===== config.mk =====
export PLATFORM = sky130hd
export DESIGN_NAME = sorted_set_insert_delete_unit
export DESIGN_NICKNAME = d
export VERILOG_FILES = /design/src/ssid_pkg.sv /design/src/ssid_cell.sv /design/src/sorted_set_insert_delete_unit.sv
export SDC_FILE = /design/constraint.sdc
export NUM_CORES = 2
export LEC_CHECK = 0
export BUFFER_PORTS_ARGS = -buffer_cell sky130_fd_sc_hd__buf_4
export CAP_MARGIN = 30
export CORE_MARGIN = 2
export CORE_UTILIZATION = 35
export DETAILED_ROUTE_END_ITERATION = 8
export GPL_ROUTABILITY_DRIVEN = 0
export SYNTH_ARGS = -nofsm -noshare
export SYNTH_HDL_FRONTEND = slang
export SYNTH_SLANG_ARGS = --single-unit

===== constraint.sdc =====
create_clock -name clk -period 5.6 [get_ports clk]
set_input_delay 1.12 -clock clk [delete_from_list [all_inputs] [get_ports clk]]
set_output_delay 1.12 -clock clk [all_outputs]
set_load 0.005 [all_outputs]

===== src/ssid_pkg.sv =====
// Package for the sorted set insert and delete unit.
// Holds the command and status codes, the beat structs and the cell control struct.
// Has no dependencies of its own.
`timescale 1ns / 1ps

package ssid_pkg;

  typedef enum logic [1:0] {
    CMD_INSERT = 2'd0,
    CMD_DELETE = 2'd1,
    CMD_CLEAR  = 2'd2,
    CMD_READ   = 2'd3
  } cmd_t;

  typedef enum logic [2:0] {
    ST_OK       = 3'd0,
    ST_DUP      = 3'd1,
    ST_NOTFOUND = 3'd2,
    ST_FULL     = 3'd3,
    ST_RANGE    = 3'd4
  } status_t;

  localparam int ValueW = 32;
  localparam int PosW   = 4;
  localparam int CountW = 5;
  localparam int ReadableCells = 1 << PosW;

  typedef struct packed {
    logic [1:0]               cmd;
    logic signed [ValueW-1:0] value;
    logic [PosW-1:0]          position;
  } request_t;

  typedef struct packed {
    logic [2:0]               status;
    logic [CountW-1:0]        count;
    logic signed [ValueW-1:0] read_value;
  } result_t;

  typedef struct packed {
    logic                     ins_en;
    logic                     del_en;
    logic signed [ValueW-1:0] value;
    logic [PosW-1:0]          position;
  } ctrl_t;

endpackage


===== src/ssid_cell.sv =====
// One compare-and-shift cell of the sorted chain, holding the entry of one rank.
// Depends on ssid_pkg for the control struct and widths.
`timescale 1ns / 1ps

module ssid_cell #(
  parameter int INDEX = 0
) (
  input  logic                              clk,
  input  ssid_pkg::ctrl_t                   ctrl,
  input  logic                              valid,
  input  logic                              left_lt,
  input  logic signed [ssid_pkg::ValueW-1:0] left_value,
  input  logic signed [ssid_pkg::ValueW-1:0] right_value,
  output logic signed [ssid_pkg::ValueW-1:0] entry,
  output logic                              lt,
  output logic                              eq,
  output logic signed [ssid_pkg::ValueW-1:0] rd
);

  localparam bit Readable = INDEX < ssid_pkg::ReadableCells;

  logic                               sel;
  logic signed [ssid_pkg::ValueW-1:0] entry_next;

  assign lt  = valid && (entry < ctrl.value);
  assign eq  = valid && (entry == ctrl.value);
  assign sel = Readable && valid &&
               (ctrl.position == ssid_pkg::PosW'(INDEX % ssid_pkg::ReadableCells));
  assign rd  = sel ? entry : '0;

  always_comb begin
    entry_next = entry;
    if (ctrl.ins_en && !lt) begin
      entry_next = left_lt ? ctrl.value : left_value;
    end else if (ctrl.del_en && !lt) begin
      entry_next = right_value;
    end
  end

  always_ff @(posedge clk) begin
    entry <= entry_next;
  end

endmodule


===== src/sorted_set_insert_delete_unit.sv =====
// Top level of the sorted set insert and delete unit: a row of ssid_cell instances
// with the count, the command decode and the result register. Depends on ssid_pkg.
//
// Channel   Direction  Handshake          Payload
// request   in         start, busy        ssid_pkg::request_t
// result    out        done (one cycle)   ssid_pkg::result_t
//
// Every command is carried out as it is taken, as all cells compare and shift at once,
// so a command may follow in every cycle and busy stays low.
// The result appears with done in the cycle after the command beat.
// Reset clears the count; entries are written before they are read.
// The receiver cannot stall, so no result is ever held back.
`timescale 1ns / 1ps

module sorted_set_insert_delete_unit #(
  parameter int CAPACITY = 16
) (
  input  logic                 clk,
  input  logic                 rst,
  input  logic                 start,
  output logic                 busy,
  input  ssid_pkg::request_t   request,
  output logic                 done,
  output ssid_pkg::result_t    result
);

  localparam int CW  = $clog2(CAPACITY + 1);
  localparam int NRD = (CAPACITY < ssid_pkg::ReadableCells) ? CAPACITY
                                                            : ssid_pkg::ReadableCells;

  logic [CW-1:0] count;
  logic [CW-1:0] count_next;
  logic [CW+ssid_pkg::CountW-1:0] count_ext;

  logic signed [ssid_pkg::ValueW-1:0] entry [CAPACITY];
  logic signed [ssid_pkg::ValueW-1:0] rd    [CAPACITY];
  logic [CAPACITY-1:0] lt;
  logic [CAPACITY-1:0] eq;
  logic [CAPACITY-1:0] valid;

  ssid_pkg::ctrl_t ctrl;
  logic found;
  logic full;
  logic rd_hit;
  logic signed [ssid_pkg::ValueW-1:0] rd_value;
  ssid_pkg::result_t result_next;
  logic accept;

  assign busy   = 1'b0;
  assign accept = start && !busy;
  assign found  = |eq;
  assign full   = count >= CW'(CAPACITY);

  assign ctrl.value    = request.value;
  assign ctrl.position = request.position;
  assign ctrl.ins_en   = accept && (request.cmd == ssid_pkg::CMD_INSERT) && !found && !full;
  assign ctrl.del_en   = accept && (request.cmd == ssid_pkg::CMD_DELETE) && found;

  for (genvar i = 0; i < CAPACITY; i++) begin : g_cell
    logic                               left_lt;
    logic signed [ssid_pkg::ValueW-1:0] left_value;
    logic signed [ssid_pkg::ValueW-1:0] right_value;

    assign valid[i] = count > CW'(i);

    if (i == 0) begin : g_first
      assign left_lt    = 1'b1;
      assign left_value = '0;
    end else begin : g_mid
      assign left_lt    = lt[i-1];
      assign left_value = entry[i-1];
    end

    if (i == CAPACITY - 1) begin : g_last
      assign right_value = entry[i];
    end else begin : g_inner
      assign right_value = entry[i+1];
    end

    ssid_cell #(
      .INDEX(i)
    ) u_cell (
      .clk         (clk),
      .ctrl        (ctrl),
      .valid       (valid[i]),
      .left_lt     (left_lt),
      .left_value  (left_value),
      .right_value (right_value),
      .entry       (entry[i]),
      .lt          (lt[i]),
      .eq          (eq[i]),
      .rd          (rd[i])
    );
  end

  always_comb begin
    rd_value = '0;
    rd_hit   = 1'b0;
    for (int i = 0; i < NRD; i++) begin
      rd_value = rd_value | rd[i];
      rd_hit   = rd_hit | (valid[i] && (request.position == ssid_pkg::PosW'(i)));
    end
  end

  always_comb begin
    count_next = count;
    if (accept && (request.cmd == ssid_pkg::CMD_CLEAR)) begin
      count_next = '0;
    end else if (ctrl.ins_en) begin
      count_next = count + CW'(1);
    end else if (ctrl.del_en) begin
      count_next = count - CW'(1);
    end
  end

  assign count_ext = {{ssid_pkg::CountW{1'b0}}, count_next};

  always_comb begin
    result_next.status     = ssid_pkg::ST_OK;
    result_next.count      = count_ext[ssid_pkg::CountW-1:0];
    result_next.read_value = '0;
    unique case (request.cmd)
      ssid_pkg::CMD_INSERT: begin
        if (found) begin
          result_next.status = ssid_pkg::ST_DUP;
        end else if (full) begin
          result_next.status = ssid_pkg::ST_FULL;
        end
      end
      ssid_pkg::CMD_DELETE: begin
        if (!found) begin
          result_next.status = ssid_pkg::ST_NOTFOUND;
        end
      end
      ssid_pkg::CMD_CLEAR: begin
        result_next.status = ssid_pkg::ST_OK;
      end
      ssid_pkg::CMD_READ: begin
        if (rd_hit) begin
          result_next.read_value = rd_value;
        end else begin
          result_next.status = ssid_pkg::ST_RANGE;
        end
      end
      default: begin
        result_next.status = ssid_pkg::ST_OK;
      end
    endcase
  end

  always_ff @(posedge clk) begin
    if (rst) begin
      count <= '0;
      done  <= 1'b0;
    end else begin
      count <= count_next;
      done  <= accept;
    end
  end

  always_ff @(posedge clk) begin
    if (accept) begin
      result <= result_next;
    end
  end

`ifndef SYNTHESIS
  a_done_follows_beat: assert property (@(posedge clk) disable iff (rst)
    accept |=> done)
    else $error("command beat did not produce a result");

  a_count_bounded: assert property (@(posedge clk) disable iff (rst)
    count <= CW'(CAPACITY))
    else $error("entry count above capacity");

  a_full_means_capacity: assert property (@(posedge clk) disable iff (rst)
    done && (result.status == ssid_pkg::ST_FULL) |-> count == CW'(CAPACITY))
    else $error("full reported while the set has room");

  a_one_shift_at_most: assert property (@(posedge clk) disable iff (rst)
    !(ctrl.ins_en && ctrl.del_en))
    else $error("insert and delete shift in the same cycle");
`endif

endmodule


==> out/qor.yml <==
layout-drive-gt1-share_pct: 23.0
synth_area_leader_cell: "edfxtp_1"
antenna_found_initial: 9
hold_buffers: 0
die_area_sq_um: 127000
synth_edf_count: 552
fin_cells: 5607
drv_slew: 0
num_rows: 129
power_density_nw_per_um2: 226
async_flop_share_pct: 0
drt_iter0_drc: 6144
failed_checks: "design-rule violations"
dp.cells: 5484
grt_pass1_wl_um: 268000
io_pins: 83
grt_use_total_pct: 29.7
cts_tree: "yes"
rsz0062_at_grt: "no"
multi_input_area_sq_um: 25400
critPathKind: "in -> reg"
cts_buffer_depth: 3
p_total_mw: 11.5
vias: 37000
ys_seq_elements: 558
fmax_mhz: 192
clk_pin_slew_worst_paths_ps: 60
regArea_sq_um: 16700
fin_skew_ps: 36.9
status: "complete, but fails checks"
crit_arrival_ps: 5600
portBuffers: 81
hold_path_class: "reg -> reg"
nNetsFinal: 4476
firstDrtPassIters: 9
final.setup.worst_slack_ps: 384
post_cts_buffers: 0
p_leak_nw: 19.3
crit_fanout: 15
syn_avg_cell_area_sq_um: 11.7
clock_latency_ps: 660
synthTopCellsByArea: "edfxtp_1 38%, ha_1 15%, mux2_2 10%, mux2i_1 8.5%, mux2_1 4.5%"
tightest_slew_ps: 1040
ys_seq_area_share_pct: 38.5
cts_made_buffers: 69
finalHoldViolations: 0
yosysTopAreaCellShare_pct: 38.3
start_kind: "input pin"
cp.required_ps: 5980
die_w_um: 356
core_sq_um: 123000
wl_um: 194000
syn_inst: 3706
dp_slack_ps: -59.0
place_hpwl_um: 139000
die_h_um: 356
synth-main-ff-cell: "edfxtp_1"
wire_per_inst_um: 34.5
cts_root_buf: "clkbuf_16"
max-vdd-ir-drop_mv: 0.193
end_kind: "register"
period_needed_ps: 5220
synth_fp_nets: 4264
max-slew-margin-rel_pct: 29.1
ys_types: 79
ant_nets: 0
fillerInstances: 11800
drc: 5
holdWs_ps: 608
grt_max_degree: 45
initial_core_util_pct: 35.1
maxCapViolations: 0
avgViaCountPerCell: 6.60
h-tree-depth: 3
ys_warn_count: 0
syn_area_sq_um: 43300
grt_pass1_vias: 34900
grt_remaining_overflow: 0
cts_resized: 0
clock_sinks: 558
layout_common_cells: "552 x edfxtp_1, 517 x ha_1, 403 x mux2_2"
final_util_pct: 41.1
areaGrowthSynthToFinish_pct: 17.0
fin_crit_sh_pct: 93.1
layout_commonest_cell: "edfxtp_1"
setup_viol: 0
[sequential cells by signal, summed over array words and instances (netlist names)]
register,cells
count,5
done,1
g_cell.u_cell.entry,512
result,40
[path summary, 6_finish.rpt]
check	slack, ps	cells after the start	to	startpoint
setup reg to reg	990	12	g_cell[11].u_cell.entry[21]$_DFFE_PP_	count[0]$_SDFF_PP0_
hold / removal	610	1	g_cell[14].u_cell.entry[26]$_DFFE_PP_	g_cell[15].u_cell.entry[26]$_DFFE_PP_
setup / recovery	380	15	g_cell[7].u_cell.entry[2]$_DFFE_PP_	request[19]
hold reg to reg	610	1	g_cell[14].u_cell.entry[26]$_DFFE_PP_	g_cell[15].u_cell.entry[26]$_DFFE_PP_
[synth_stat cells, types with 6 or more instances]
cell type  instances
nor3_2             8
nor2_1            52
o21ai_0           97
or3_1             14
mux2_2           403
o21bai_1           7
buf_4             17
o2111ai_1          6
a21o_1            52
buf_2             39
o211ai_1          20
nand2b_1          15
a22o_1            65
edfxtp_1         552
nor2b_1           25
nand3_1           49
a221oi_1          67
and3_1            44
a31oi_1           35
nor4_1            28
o21a_1            11
nand4_1          110
ha_1             517
mux2i_1          368
a211oi_1          32
inv_1            182
clkbuf_1         129
dfxtp_1            6
a222oi_1          64
a22oi_1           32
and2_1             6
a21oi_1          200
a2111oi_0         11
mux2_1           172
nor3_1            39
or4_1             10
nand2_1          124
[cell families after synthesis]
kind of cell	share of synthesized area, %
compound gates	12.3
fa+ha+maj	14.9
mux	23.5
flops	38.5
buf+inv	3.61
simple gates	7.17
other cells	0.00866
[stage by stage]
step	instance area (sq um)	TNS [ps]
after detailed placement	48400	-861
after global routing	50700	0
after CTS	50700	0
final	50700	0
after floorplan	43300	-29750
after global placement	48400	-13800
[layout make-up]
type,count,area share (%)
clock inverters,36,0.773
multi-input cells,2772,50.2
inverters,182,1.35
well taps,1637,4.04
repair buffers,335,7.02
flip-flops and latches,558,33.0
diodes,2,0.00988
clock buffers,85,3.67
[layer usage]
| layer | global-route usage (%) | wire, um | vias to the layer above |
|---|---|---|---|
| li1 | - | - | 15200 |
| met1 | 39.2 | 74400 | 18200 |
| met2 | 43.4 | 80200 | 2908 |
| met3 | 7.68 | 25000 | 676 |
| met4 | 17.5 | 14000 | 8 |
| met5 | 0.755 | 156 | - |
[critical path, cell delays in order]
cell and delay, ps:
buf_4 190, inv_1 240, buf_4 260, ha_1 340, nand4_1 320, or4_1 760
or4_1 540, o2111ai_1 460, a2111oi_2 180, nand2_2 170, buf_12 230, nor3b_4 70
buf_4 160, buf_12 160, mux2_1 320
[where the power goes]
group	internal [mW]	leakage, nW	switching (mW)
sequential	4.75	5.15	0.173
combinational	0.755	13.1	1.14
clock	2.69	1.07	1.97
total	8.20	19.3	3.28
(Power assumes the default switching activity.)
